[config.mk]
export PLATFORM = sky130hd
export DESIGN_NAME = gnss_binary_frame_parser_unit_flat
export DESIGN_NICKNAME = d
export VERILOG_FILES = /design/src/rtl/core/gbfp_pkg.sv /design/src/rtl/core/gbfp_ifs.sv /design/src/rtl/core/gnss_binary_frame_parser_unit.sv /design/src/flat_wrapper.sv
export SDC_FILE = /design/constraint.sdc
export NUM_CORES = 1
export LEC_CHECK = 0
export ABC_AREA = 1
export BUFFER_PORTS_ARGS = -buffer_cell sky130_fd_sc_hd__buf_4
export CAP_MARGIN = 10
export CORE_UTILIZATION = 40
export CTS_BUF_LIST = sky130_fd_sc_hd__clkbuf_4 sky130_fd_sc_hd__clkbuf_8
export DETAILED_ROUTE_END_ITERATION = 8
export SKIP_LAST_GASP = 1
export SYNTH_ARGS = -nofsm -noshare
export SYNTH_HDL_FRONTEND = slang
export SYNTH_SLANG_ARGS = --single-unit
[constraint.sdc]
create_clock -name clk_i -period 3 [get_ports clk_i]
set_input_delay 0.75 -clock clk_i [delete_from_list [all_inputs] [get_ports clk_i]]
set_output_delay 0.75 -clock clk_i [all_outputs]
set_load 0.03 [all_outputs]
[src/rtl/core/gbfp_pkg.sv]
// Package for the GNSS binary frame parser: framing constants, parser states,
// result record and the navigation message classifier. No dependencies.
`timescale 1ns / 1ps

package gbfp_pkg;

  localparam int PayloadMax = 64;                  // frames of this length or more are dropped
  localparam int AddrW      = $clog2(PayloadMax);  // payload store address width
  localparam int LenW       = 6;                   // width of the reported length and index
  localparam int CfgAddrW   = 8;                   // width of the register index on the config port

  localparam logic [7:0] SyncFirst  = 8'hB5;
  localparam logic [7:0] SyncSecond = 8'h62;
  localparam logic [7:0] ClassNav   = 8'h01;
  localparam logic [7:0] IdPosllh   = 8'h02;
  localparam logic [7:0] IdSol      = 8'h06;
  localparam logic [7:0] IdVelned   = 8'h12;

  typedef enum logic [1:0] {
    NAV_OTHER  = 2'd0,
    NAV_POSLLH = 2'd1,
    NAV_VELNED = 2'd2,
    NAV_SOL    = 2'd3
  } nav_kind_e;

  typedef enum logic [CfgAddrW-1:0] {
    CFG_FILTER_CLASS      = 8'd0,
    CFG_FILTER_CLASS_MASK = 8'd1,
    CFG_FILTER_ID         = 8'd2,
    CFG_FILTER_ID_MASK    = 8'd3
  } cfg_reg_e;

  typedef enum logic [3:0] {
    S_HUNT    = 4'd0,
    S_SYNC2   = 4'd1,
    S_CLASS   = 4'd2,
    S_ID      = 4'd3,
    S_LEN_LO  = 4'd4,
    S_LEN_HI  = 4'd5,
    S_DATA    = 4'd6,
    S_CK_A    = 4'd7,
    S_CK_B    = 4'd8,
    S_EMIT_RD = 4'd9,
    S_EMIT_WR = 4'd10
  } parse_state_e;

  typedef struct packed {
    logic [7:0]      msg_class;
    logic [7:0]      msg_id;
    logic [LenW-1:0] payload_length;
    logic [1:0]      nav_kind;
    logic            filter_match;
    logic [7:0]      payload_byte;
    logic [LenW-1:0] byte_index;
    logic            last;
  } result_t;

  function automatic logic [1:0] nav_kind_of(input logic [7:0] cls, input logic [7:0] id);
    nav_kind_e k;
    k = NAV_OTHER;
    if (cls == ClassNav) begin
      if (id == IdPosllh)      k = NAV_POSLLH;
      else if (id == IdVelned) k = NAV_VELNED;
      else if (id == IdSol)    k = NAV_SOL;
    end
    return k;
  endfunction

endpackage

[src/rtl/core/gbfp_ifs.sv]
// Handshake channels of the GNSS binary frame parser: received bytes, results
// and register writes. Depends on gbfp_pkg for field widths.
`timescale 1ns / 1ps

interface gbfp_rx_if;
  logic       valid;
  logic       ready;
  logic [7:0] rx_byte;

  modport source (output valid, output rx_byte, input ready);
  modport sink   (input valid, input rx_byte, output ready);
endinterface

interface gbfp_res_if import gbfp_pkg::*; ();
  logic            valid;
  logic            ready;
  logic [7:0]      msg_class;
  logic [7:0]      msg_id;
  logic [LenW-1:0] payload_length;
  logic [1:0]      nav_kind;
  logic            filter_match;
  logic [7:0]      payload_byte;
  logic [LenW-1:0] byte_index;
  logic            last;

  modport source (output valid, output msg_class, output msg_id, output payload_length,
                  output nav_kind, output filter_match, output payload_byte,
                  output byte_index, output last, input ready);
  modport sink   (input valid, input msg_class, input msg_id, input payload_length,
                  input nav_kind, input filter_match, input payload_byte,
                  input byte_index, input last, output ready);
endinterface

interface gbfp_cfg_if import gbfp_pkg::*; ();
  logic                valid;
  logic                ready;
  logic [CfgAddrW-1:0] addr;
  logic [7:0]          data;

  modport source (output valid, output addr, output data, input ready);
  modport sink   (input valid, input addr, input data, output ready);
endinterface

[src/rtl/core/gnss_binary_frame_parser_unit.sv]
// Top level of the GNSS binary frame parser: sync hunt, header decode,
// payload store, Fletcher check and result run. Depends on gbfp_pkg, gbfp_ifs.
`timescale 1ns / 1ps

// The parser takes one received byte per rx transaction and accepts a byte
// every clock cycle while it parses. It hunts for the sync pair 0xB5 0x62,
// takes class, id and a little-endian length, drops frames with a length of
// 64 or more, and writes the payload into a 64 x 8 single-port store with a
// registered read. After both checksum bytes match, the store is
// read back and one result transaction is produced per payload byte (a single
// zero-valued result for an empty frame), each carrying the header, the
// navigation message kind and the masked filter match. Each result takes a
// store read, then an output register load that waits out any stall on res;
// rx is held off for the whole run since the store port serves the read-back.
// The final result may still wait in the output register while the parser
// already accepts the next frame's bytes. The store has no clearing pass and
// is ready right after reset. Filter registers are written through cfg, which
// is always ready; unknown indexes are ignored.
module gnss_binary_frame_parser_unit import gbfp_pkg::*; (
  input  logic        clk_i,
  input  logic        rst_ni,
  gbfp_rx_if.sink     rx_i,
  gbfp_res_if.source  res_o,
  gbfp_cfg_if.sink    cfg_i
);

  // Filter registers
  logic [7:0] filter_class_q, filter_class_mask_q, filter_id_q, filter_id_mask_q;

  // Parser state and frame header
  parse_state_e   state_q, state_d;
  logic [7:0]     class_q, class_d;
  logic [7:0]     id_q, id_d;
  logic [7:0]     len_q, len_d;       // low length byte; below PayloadMax once accepted
  logic [AddrW-1:0] cnt_q, cnt_d;     // payload write pointer, then read-back pointer
  logic [7:0]     sum_a_q, sum_a_d;
  logic [7:0]     sum_b_q, sum_b_d;

  // Payload store
  logic [7:0]     mem_q [PayloadMax];
  logic [7:0]     rd_data_q;

  // Output register
  logic           res_valid_q, res_valid_d;
  result_t        res_q, res_d;

  // Control strobes
  logic rx_fire, out_free, mem_we, mem_re, res_load, in_ready;
  logic len_bad, data_done, run_last;
  logic [7:0] c;
  logic [7:0] sum_a_add;
  logic [AddrW:0] cnt_inc;

  assign c         = rx_i.rx_byte;
  assign rx_fire   = rx_i.valid && in_ready;
  assign out_free  = !res_valid_q || res_o.ready;
  assign cnt_inc   = {1'b0, cnt_q} + {{AddrW{1'b0}}, 1'b1};
  assign len_bad   = (c != 8'd0) || (len_q >= 8'(PayloadMax));
  assign data_done = ({1'b0, cnt_inc} >= len_q);
  assign run_last  = (len_q == 8'd0) || ({1'b0, cnt_inc} == len_q);
  assign sum_a_add = sum_a_q + c;

  // Next state
  always_comb begin
    state_d = state_q;
    unique case (state_q)
      S_HUNT:    if (rx_fire) state_d = (c == SyncFirst) ? S_SYNC2 : S_HUNT;
      S_SYNC2:   if (rx_fire) state_d = (c == SyncSecond) ? S_CLASS : S_HUNT;
      S_CLASS:   if (rx_fire) state_d = S_ID;
      S_ID:      if (rx_fire) state_d = S_LEN_LO;
      S_LEN_LO:  if (rx_fire) state_d = S_LEN_HI;
      S_LEN_HI: begin
        if (rx_fire) begin
          if (len_bad)              state_d = S_HUNT;
          else if (len_q == 8'd0)   state_d = S_CK_A;
          else                      state_d = S_DATA;
        end
      end
      S_DATA:    if (rx_fire && data_done) state_d = S_CK_A;
      S_CK_A:    if (rx_fire) state_d = (c == sum_a_q) ? S_CK_B : S_HUNT;
      S_CK_B:    if (rx_fire) state_d = (c == sum_b_q) ? S_EMIT_RD : S_HUNT;
      S_EMIT_RD: state_d = S_EMIT_WR;
      S_EMIT_WR: if (out_free) state_d = run_last ? S_HUNT : S_EMIT_RD;
      default:   state_d = S_HUNT;
    endcase
  end

  // Outputs of the state machine
  always_comb begin
    in_ready = 1'b1;
    mem_we   = 1'b0;
    mem_re   = 1'b0;
    res_load = 1'b0;
    unique case (state_q)
      S_DATA:    mem_we = rx_i.valid;
      S_EMIT_RD: begin
        in_ready = 1'b0;
        mem_re   = 1'b1;
      end
      S_EMIT_WR: begin
        in_ready = 1'b0;
        res_load = out_free;
      end
      default:   in_ready = 1'b1;
    endcase
  end

  assign rx_i.ready  = in_ready;
  assign cfg_i.ready = 1'b1;

  // Datapath next values
  always_comb begin
    class_d     = class_q;
    id_d        = id_q;
    len_d       = len_q;
    cnt_d       = cnt_q;
    sum_a_d     = sum_a_q;
    sum_b_d     = sum_b_q;
    res_d       = res_q;
    res_valid_d = res_valid_q;

    if (res_valid_q && res_o.ready) res_valid_d = 1'b0;

    if (rx_fire) begin
      case (state_q)
        S_CLASS: begin
          // Restart the checksum on the class byte
          class_d = c;
          sum_a_d = c;
          sum_b_d = c;
        end
        S_ID: begin
          id_d    = c;
          sum_a_d = sum_a_add;
          sum_b_d = sum_b_q + sum_a_add;
        end
        S_LEN_LO: begin
          len_d   = c;
          sum_a_d = sum_a_add;
          sum_b_d = sum_b_q + sum_a_add;
        end
        S_LEN_HI: begin
          cnt_d = '0;
          if (!len_bad) begin
            sum_a_d = sum_a_add;
            sum_b_d = sum_b_q + sum_a_add;
          end
        end
        S_DATA: begin
          cnt_d   = cnt_inc[AddrW-1:0];
          sum_a_d = sum_a_add;
          sum_b_d = sum_b_q + sum_a_add;
        end
        S_CK_B:  cnt_d = '0;
        default: cnt_d = cnt_q;
      endcase
    end

    if (res_load) begin
      res_d.msg_class      = class_q;
      res_d.msg_id         = id_q;
      res_d.payload_length = len_q[LenW-1:0];
      res_d.nav_kind       = nav_kind_of(class_q, id_q);
      res_d.filter_match   = (((class_q ^ filter_class_q) & filter_class_mask_q) == 8'd0) &&
                             (((id_q ^ filter_id_q) & filter_id_mask_q) == 8'd0);
      res_d.payload_byte   = (len_q == 8'd0) ? 8'd0 : rd_data_q;
      res_d.byte_index     = LenW'(cnt_q);
      res_d.last           = run_last;
      res_valid_d          = 1'b1;
      cnt_d                = cnt_inc[AddrW-1:0];
    end
  end

  // Control registers
  always_ff @(posedge clk_i or negedge rst_ni) begin
    if (!rst_ni) begin
      state_q     <= S_HUNT;
      res_valid_q <= 1'b0;
      cnt_q       <= '0;
      len_q       <= '0;
    end else begin
      state_q     <= state_d;
      res_valid_q <= res_valid_d;
      cnt_q       <= cnt_d;
      len_q       <= len_d;
    end
  end

  // Header, checksum and result payload
  always_ff @(posedge clk_i) begin
    class_q <= class_d;
    id_q    <= id_d;
    sum_a_q <= sum_a_d;
    sum_b_q <= sum_b_d;
    res_q   <= res_d;
  end

  // Filter registers
  always_ff @(posedge clk_i or negedge rst_ni) begin
    if (!rst_ni) begin
      filter_class_q      <= 8'd0;
      filter_class_mask_q <= 8'd0;
      filter_id_q         <= 8'd0;
      filter_id_mask_q    <= 8'd0;
    end else if (cfg_i.valid) begin
      unique case (cfg_reg_e'(cfg_i.addr))
        CFG_FILTER_CLASS:      filter_class_q      <= cfg_i.data;
        CFG_FILTER_CLASS_MASK: filter_class_mask_q <= cfg_i.data;
        CFG_FILTER_ID:         filter_id_q         <= cfg_i.data;
        CFG_FILTER_ID_MASK:    filter_id_mask_q    <= cfg_i.data;
        default: ;
      endcase
    end
  end

  // Payload store: write during the payload, read back during the run
  always_ff @(posedge clk_i) begin
    if (mem_we) mem_q[cnt_q] <= c;
    if (mem_re) rd_data_q <= mem_q[cnt_q];
  end

  assign res_o.valid          = res_valid_q;
  assign res_o.msg_class      = res_q.msg_class;
  assign res_o.msg_id         = res_q.msg_id;
  assign res_o.payload_length = res_q.payload_length;
  assign res_o.nav_kind       = res_q.nav_kind;
  assign res_o.filter_match   = res_q.filter_match;
  assign res_o.payload_byte   = res_q.payload_byte;
  assign res_o.byte_index     = res_q.byte_index;
  assign res_o.last           = res_q.last;

  // A run starts only after a second checksum byte that matched
  assert property (@(posedge clk_i) disable iff (!rst_ni)
    (state_q == S_EMIT_RD && $past(state_q) == S_CK_B) |->
      ($past(rx_i.rx_byte) == $past(sum_b_q)))
    else $error("result run started without a checksum match");

  // Never overwrite a result that is still waiting
  assert property (@(posedge clk_i) disable iff (!rst_ni)
    (res_load && res_valid_q) |-> res_o.ready)
    else $error("pending result overwritten");

  // Payload writes stay inside the frame length
  assert property (@(posedge clk_i) disable iff (!rst_ni)
    (state_q == S_DATA) |-> ({2'b00, cnt_q} < len_q))
    else $error("payload write pointer beyond frame length");

  // Reported index stays inside the reported length
  assert property (@(posedge clk_i) disable iff (!rst_ni)
    res_valid_q |-> (res_q.payload_length == '0 && res_q.byte_index == '0) ||
                    (res_q.byte_index < res_q.payload_length))
    else $error("result index outside payload");

endmodule

[src/flat_wrapper.sv]
// flat-port wrapper written by rule: the top's interface ports become plain ports
module gnss_binary_frame_parser_unit_flat import gbfp_pkg::*;
  (clk_i, rst_ni, rx_i_valid, rx_i_rx_byte, rx_i_ready, res_o_valid, res_o_msg_class, res_o_msg_id, res_o_payload_length, res_o_nav_kind, res_o_filter_match, res_o_payload_byte, res_o_byte_index, res_o_last, res_o_ready, cfg_i_valid, cfg_i_addr, cfg_i_data, cfg_i_ready);
  gbfp_rx_if rx_i_i ();
  gbfp_res_if res_o_i ();
  gbfp_cfg_if cfg_i_i ();
  input  logic clk_i;
  input  logic rst_ni;
  input wire logic [$bits(rx_i_i.valid)-1:0] rx_i_valid;
  input wire logic [$bits(rx_i_i.rx_byte)-1:0] rx_i_rx_byte;
  output wire logic [$bits(rx_i_i.ready)-1:0] rx_i_ready;
  output wire logic [$bits(res_o_i.valid)-1:0] res_o_valid;
  output wire logic [$bits(res_o_i.msg_class)-1:0] res_o_msg_class;
  output wire logic [$bits(res_o_i.msg_id)-1:0] res_o_msg_id;
  output wire logic [$bits(res_o_i.payload_length)-1:0] res_o_payload_length;
  output wire logic [$bits(res_o_i.nav_kind)-1:0] res_o_nav_kind;
  output wire logic [$bits(res_o_i.filter_match)-1:0] res_o_filter_match;
  output wire logic [$bits(res_o_i.payload_byte)-1:0] res_o_payload_byte;
  output wire logic [$bits(res_o_i.byte_index)-1:0] res_o_byte_index;
  output wire logic [$bits(res_o_i.last)-1:0] res_o_last;
  input wire logic [$bits(res_o_i.ready)-1:0] res_o_ready;
  input wire logic [$bits(cfg_i_i.valid)-1:0] cfg_i_valid;
  input wire logic [$bits(cfg_i_i.addr)-1:0] cfg_i_addr;
  input wire logic [$bits(cfg_i_i.data)-1:0] cfg_i_data;
  output wire logic [$bits(cfg_i_i.ready)-1:0] cfg_i_ready;
  assign rx_i_i.valid = rx_i_valid;
  assign rx_i_i.rx_byte = rx_i_rx_byte;
  assign rx_i_ready = rx_i_i.ready;
  assign res_o_valid = res_o_i.valid;
  assign res_o_msg_class = res_o_i.msg_class;
  assign res_o_msg_id = res_o_i.msg_id;
  assign res_o_payload_length = res_o_i.payload_length;
  assign res_o_nav_kind = res_o_i.nav_kind;
  assign res_o_filter_match = res_o_i.filter_match;
  assign res_o_payload_byte = res_o_i.payload_byte;
  assign res_o_byte_index = res_o_i.byte_index;
  assign res_o_last = res_o_i.last;
  assign res_o_i.ready = res_o_ready;
  assign cfg_i_i.valid = cfg_i_valid;
  assign cfg_i_i.addr = cfg_i_addr;
  assign cfg_i_i.data = cfg_i_data;
  assign cfg_i_ready = cfg_i_i.ready;
  gnss_binary_frame_parser_unit u_core (.clk_i(clk_i), .rst_ni(rst_ni), .rx_i(rx_i_i), .res_o(res_o_i), .cfg_i(cfg_i_i));
endmodule
; ---- Word level (Yosys, flattened, before mapping)
; Memory sizes are Yosys's and may differ from the RTL's. A register that Yosys moved wholly into a read port is not among the register bits.
; Index checks and enable logic that the tools add are counted.
[totals]
reg_bits = 123
latchBits = 0
ram_bits = 512
romBits = 0
output_inout_bits = 43
mem_count = 1
[memory_table]
columns = name, depth, width, rd, rd_ports_with_merged_regs, write_ports, line_no
row1 = u_core.mem_q, 64, 8, 1, 1, 1, gnss_binary_frame_parser_unit.sv:40  ; logic [7:0] mem_q [PayloadMax];
[classes]
n_addsub = 3
multipliers = 0
div = 0
order_cmp = 2
eq_ne = 33
n_shift = 0
mux = 36
bitwise = 5
reduce_logical = 32
[op_table]
columns = operator, n
row1 = $mux W4, 14
row2 = $pmux W8 S3, 2
row3 = $pmux W4 S11, 1
row4 = $logic_not A8 Y1, 4
row5 = $eq A8 B2 Y1 const B, 3
row6 = $ne A2 B1 Y1 const B, 10
row7 = $add A8 B8 Y8, 2
row8 = $and A8 B8 Y8, 2
row9 = $eq A4 B3 Y1 const B, 4
row10 = $eq A8 B1 Y1 const B, 2
row11 = $eq A8 B8 Y1, 2
row12 = $mux W8, 2
row13 = $reduce_and A2 Y1, 8
row14 = $xor A8 B8 Y8, 2
row15 = $eq A4 B4 Y1 const B, 3
row16 = $mux W6, 2
row17 = $pmux W6 S2, 1
row18 = $mux W1, 11
row19 = $reduce_and A10 Y1, 1
row20 = $eq A4 B2 Y1 const B, 2
row21 = $eq A7 B8 Y1, 1
row22 = $eq A8 B3 Y1 const B, 1
row23 = $eq A8 B5 Y1 const B, 1
row24 = $eq A8 B7 Y1 const B, 1
row25 = 18 further kinds, 29

; ---- Depth between registers and ports, before layout
[logic_depth]
depth_word = 7
mapped_depth = 19
mapped_depth_nobuf = 19

; ---- Worst setup path after synthesis
; OpenSTA, ideal clock, no wires.
[synth_path]
path_type = input to register
start = input port rx_i_rx_byte[0]
end = register u_core.sum_b_q[7] (data pin)
setup_ns = 0.253
t_arrival_ns = 2.817
slack_ns = -0.070
stages = 18
cell_sequence = ha_1 > inv_1 > fa_1 > nand3b_1 > nand2_1 > nand2_1 > a21oi_1 > o21ai_0 > and2_1 > ha_1 > nand2_1 > a21oi_1 > a211oi_1 > nand2_1 > inv_1 > nand2_1 > nand3_1 > nand2_1
[synth_between]
elab_chain_len = 4
[synth_lines]
columns = element, line_no
row1 = start: declaration, flat_wrapper.sv:10  ; input wire logic [$bits(rx_i_i.rx_byte)-1:0] rx_i_rx_byte;
row2 = $add A8 B8 Y8 *, gnss_binary_frame_parser_unit.sv:61  ; assign sum_a_add = sum_a_q + c;
row3 = $add A8 B8 Y8 *, n/a
row4 = $mux W8, gnss_binary_frame_parser_unit.sv:144  ; if (!len_bad) begin
row5 = $pmux W8 S3 *, gnss_binary_frame_parser_unit.sv:125  ; case (state_q)
row6 = end signal: assignment, gnss_binary_frame_parser_unit.sv:194  ; sum_b_q <= sum_b_d;
row7 = end: declaration, gnss_binary_frame_parser_unit.sv:37  ; logic [7:0] sum_b_q, sum_b_d;
; Every way passes the cells marked *; elsewhere a longest branch is shown, timed or not. The select of a mux whose other input is x is not followed.
; A chain may end at the register's enable or synchronous reset.

; ---- Worst setup path after layout
[layout_path]
start = register u_core.sum_a_q[0]
end = register u_core.sum_b_q[7] (data pin)
[layout_between]
elab_chain_len = 4
[layout_lines]
columns = element, line_no
row1 = start: declaration, gnss_binary_frame_parser_unit.sv:36  ; logic [7:0] sum_a_q, sum_a_d;
row2 = start signal: assignment, gnss_binary_frame_parser_unit.sv:193  ; sum_a_q <= sum_a_d;
row3 = $add A8 B8 Y8 *, gnss_binary_frame_parser_unit.sv:61
row4 = $add A8 B8 Y8 *, n/a
row5 = $mux W8, gnss_binary_frame_parser_unit.sv:144
row6 = $pmux W8 S3 *, gnss_binary_frame_parser_unit.sv:125
; Marked as above.

==> flow_summary.toml <==
[status]
outcome = "finished clean"

[die]
io_pins = 72
die_w_um = 260
dieArea_sq_um = 67700
fp.dieH_um = 260
core_area_sq_um = 65900
core.rowCount = 94
start_util = 0.405

[setup_path]
critPathMaxFanout = 3
crit_type = "reg -> reg"
start_kind = "register"
r2r_start = "u_core.sum_a_q[0]"
worstPathRequired_ns = 3.45
reg2reg_depth = 18
crit_path_end_kind = "register"
r2r_end = "u_core.sum_b_q[7]"
crit_arrival_ns = 3.24
regToRegSetupSlack_ns = 0.21

[synthesis]
netlist_instances = 2375
yosysMostFrequentCell = "nand2_1"
synth_top_area_cell = "edfxtp_1"
synthTopCellsByCount = "nand2_1, edfxtp_1, nor2_1"
synth_fp_nets = 2428
synth-edff-count = 592
synth_seq_area_share = 0.715
synthTopCellsByArea = "edfxtp_1, nand2_1, dfrtp_1"
synth_warnings = 0
ys_ff_latch = 643
ys_async_sr_fraction = 0.0793
netlist_area_sq_um = 26600
yosysTopAreaCellShare = 0.667
ys_types = 46
synth_ff_type = "edfxtp_1"
syn_area_per_cell_sq_um = 11.2

[pwr]
peakVddDrop_uv = 389
powerDensity_nw_per_um2 = 824
p_leak_nw = 12.1
finalPower_mw = 25.8

[final_layout]
drive_gt1_frac = 0.173
final_nets = 2663
stdcell_area_sq_um = 31300
fin_cells = 3564
syn_to_final_growth_pct = 17.5

[sta]
finalMaxSlewViolations = 0
post-route-min-period_ns = 2.79
max_slew_margin = 0.344
fin_crit_sh = 0.930
whs_ns = 0.107
finClkSkew_ns = 0.0372
hold_viol = 0
tightest_slew_ns = 0.984
rsz0062_at_grt = "no"
max_freq_mhz = 358
worst_slack_ns = 0.209
setup_viol = 0

[cts]
cts_hold_buf = 0
htreeDepth = 3
cts_made_buffers = 105
clock_latency_ns = 0.72
clk_pin_slew_ns = 0.06
cts_tree = "built"
cts.sinks = 643
clockRootBuffer = "clkbuf_8"
cts_buffer_depth = 3

[routing]
first_pass_iters = 5
vias = 18100
routed_wl_um = 71100
drt_first_iter_violations = 1662
postRouteAntennaNets = 0
avgRoutedWirePerCell_um = 19.9
drc_errors = 0
vias_per_cell = 5.07

[placement]
dp_cells = 3366
dp_worst_setup_slack_ns = -0.362
place.gp.congestion = 0.845
portBuffers = 70
hpwl_um = 44000
placed_cell_area_sq_um = 29000

[global_routing]
grt_pass1_wl_um = 108000
antenna_found_initial = 5
gr-total-overflow = 0
grt_max_degree = 74
track_usage = 0.213
grt_pass1_vias = 18100

[worst_hold_path]
hold_path_class = "in -> async"

[run]
maxCapViolCount = 0
==> cells in the final DEF (no fill, tap or decap), drive strengths merged, types with 3 or more instances in the layout <==
| cell | Yosys | routed |
|---|---|---|
| xor2 | 8 | 8 |
| or2 | 31 | 31 |
| edfxtp | 592 | 592 |
| nor4 | 4 | 4 |
| o21ai | 121 | 121 |
| buf | 51 | 219 |
| o22ai | 5 | 5 |
| nand3 | 46 | 46 |
| bufinv | 0 | 4 |
| nand2 | 904 | 904 |
| nor3 | 15 | 15 |
| nand3b | 3 | 3 |
| xnor2 | 4 | 4 |
| clkinv | 1 | 24 |
| inv | 101 | 103 |
| ha | 22 | 22 |
| a21oi | 148 | 148 |
| clkinvlp | 0 | 3 |
| nor2 | 175 | 175 |
| clkbuf | 40 | 163 |
| dfrtp | 51 | 51 |
| nand4 | 36 | 36 |
==> critical path, cell delays in order (launching register included) <==
cell and delay, ns:
edfxtp_1 0.33, ha_2 0.18, inv_1 0.05, fa_2 0.34, nand3b_1 0.16, nand2_1 0.10, nand2_2 0.08, a21oi_4 0.17
o21ai_2 0.07, and2_4 0.14, ha_4 0.27, nand2_1 0.08, a21oi_2 0.13, a211oi_2 0.04, nand2_1 0.10, buf_4 0.11
nand3_1 0.07, nand3_1 0.08, nand2_1 0.06
==> how the worst max path moves through the flow <==
stage	from	end	slack, ns	depth (start not counted)
after floorplan	rx_i_rx_byte[0]	u_core.sum_b_q[7]	-0.004	18
after global placement	rx_i_rx_byte[0]	u_core.sum_b_q[7]	-0.39	19
after detailed placement	rx_i_rx_byte[0]	u_core.sum_b_q[7]	-0.36	19
after CTS	u_core.sum_a_q[0]	u_core.sum_b_q[7]	0.14	18
after global routing	u_core.sum_a_q[0]	u_core.sum_b_q[7]	0.0002	18
final	u_core.sum_a_q[0]	u_core.sum_b_q[7]	0.21	18
==> per-stage QoR <==
step | util | setup TNS [ns]
after floorplan | - | -0.00431
after global placement | 0.441 | -0.552
after detailed placement | 0.441 | -0.512
after CTS | 0.475 | 0
after global routing | 0.475 | 0
final | 0.475 | 0
==> registers in the layout, indices dropped and copies added (netlist names) <==
name / count
u_core.filter_class_mask_q: 8
u_core.class_q: 8
u_core.res_o.msg_class: 8
u_core.rd_data_q: 8
u_core.filter_id_mask_q: 8
u_core.mem_q: 512
u_core.cnt_q: 6
u_core.sum_b_q: 8
u_core.filter_class_q: 8
u_core.res_o.valid: 1
u_core.id_q: 8
u_core.res_o.payload_length: 6
u_core.res_o.byte_index: 6
u_core.res_o.filter_match: 1
u_core.res_o.msg_id: 8
u_core.filter_id_q: 8
u_core.sum_a_q: 8
u_core.len_q: 8
u_core.res_o.last: 1
u_core.res_o.payload_byte: 8
u_core.state_q: 4
u_core.res_o.nav_kind: 2
==> logic make-up after synthesis <==
logic type	synth area share
adder cells (fa/ha/maj)	0.0118
AND/OR/NAND/NOR	0.184
buffers and inverters	0.0300
flip-flops	0.715
XOR/XNOR	0.00394
AO/OA/AOI/OAI	0.0554
other	0.000141
==> metal layers <==
layer / up-vias / track usage / part of all wire
li1: 8588 / - / -
met1: 8754 / 0.299 / 0.45
met2: 637 / 0.339 / 0.46
met3: 104 / 0.0335 / 0.068
met4: 2 / 0.0687 / 0.023
met5: - / 0 / 0.00020
==> area by class of cell <==
cell class                 count  area [sq um]
sequential                   643         19100
fill                        5962         34500
inverter                     102           385
timing repair buffer         219          1720
tap                          864          1080
clock buffer                 163          1960
clock inverter                32           262
multi-input combinational   1539          6850
antenna                        2          5.00
==> report_power, final <==
part,internal (mW),switching [mW]
logic,2.34,5.02
registers,10.1,0.353
clock network,4.49,3.47
total,16.9,8.85
==> timing repair <==
action / 4_1_cts / 5_1_grt
setup buffers: 0 / 1
endpoints found under the hold margin: 0 / 0
resized for setup: 0 / 9
endpoints found under the setup margin: 0 / 1
Note: power is estimated with default switching activity, not from simulation.
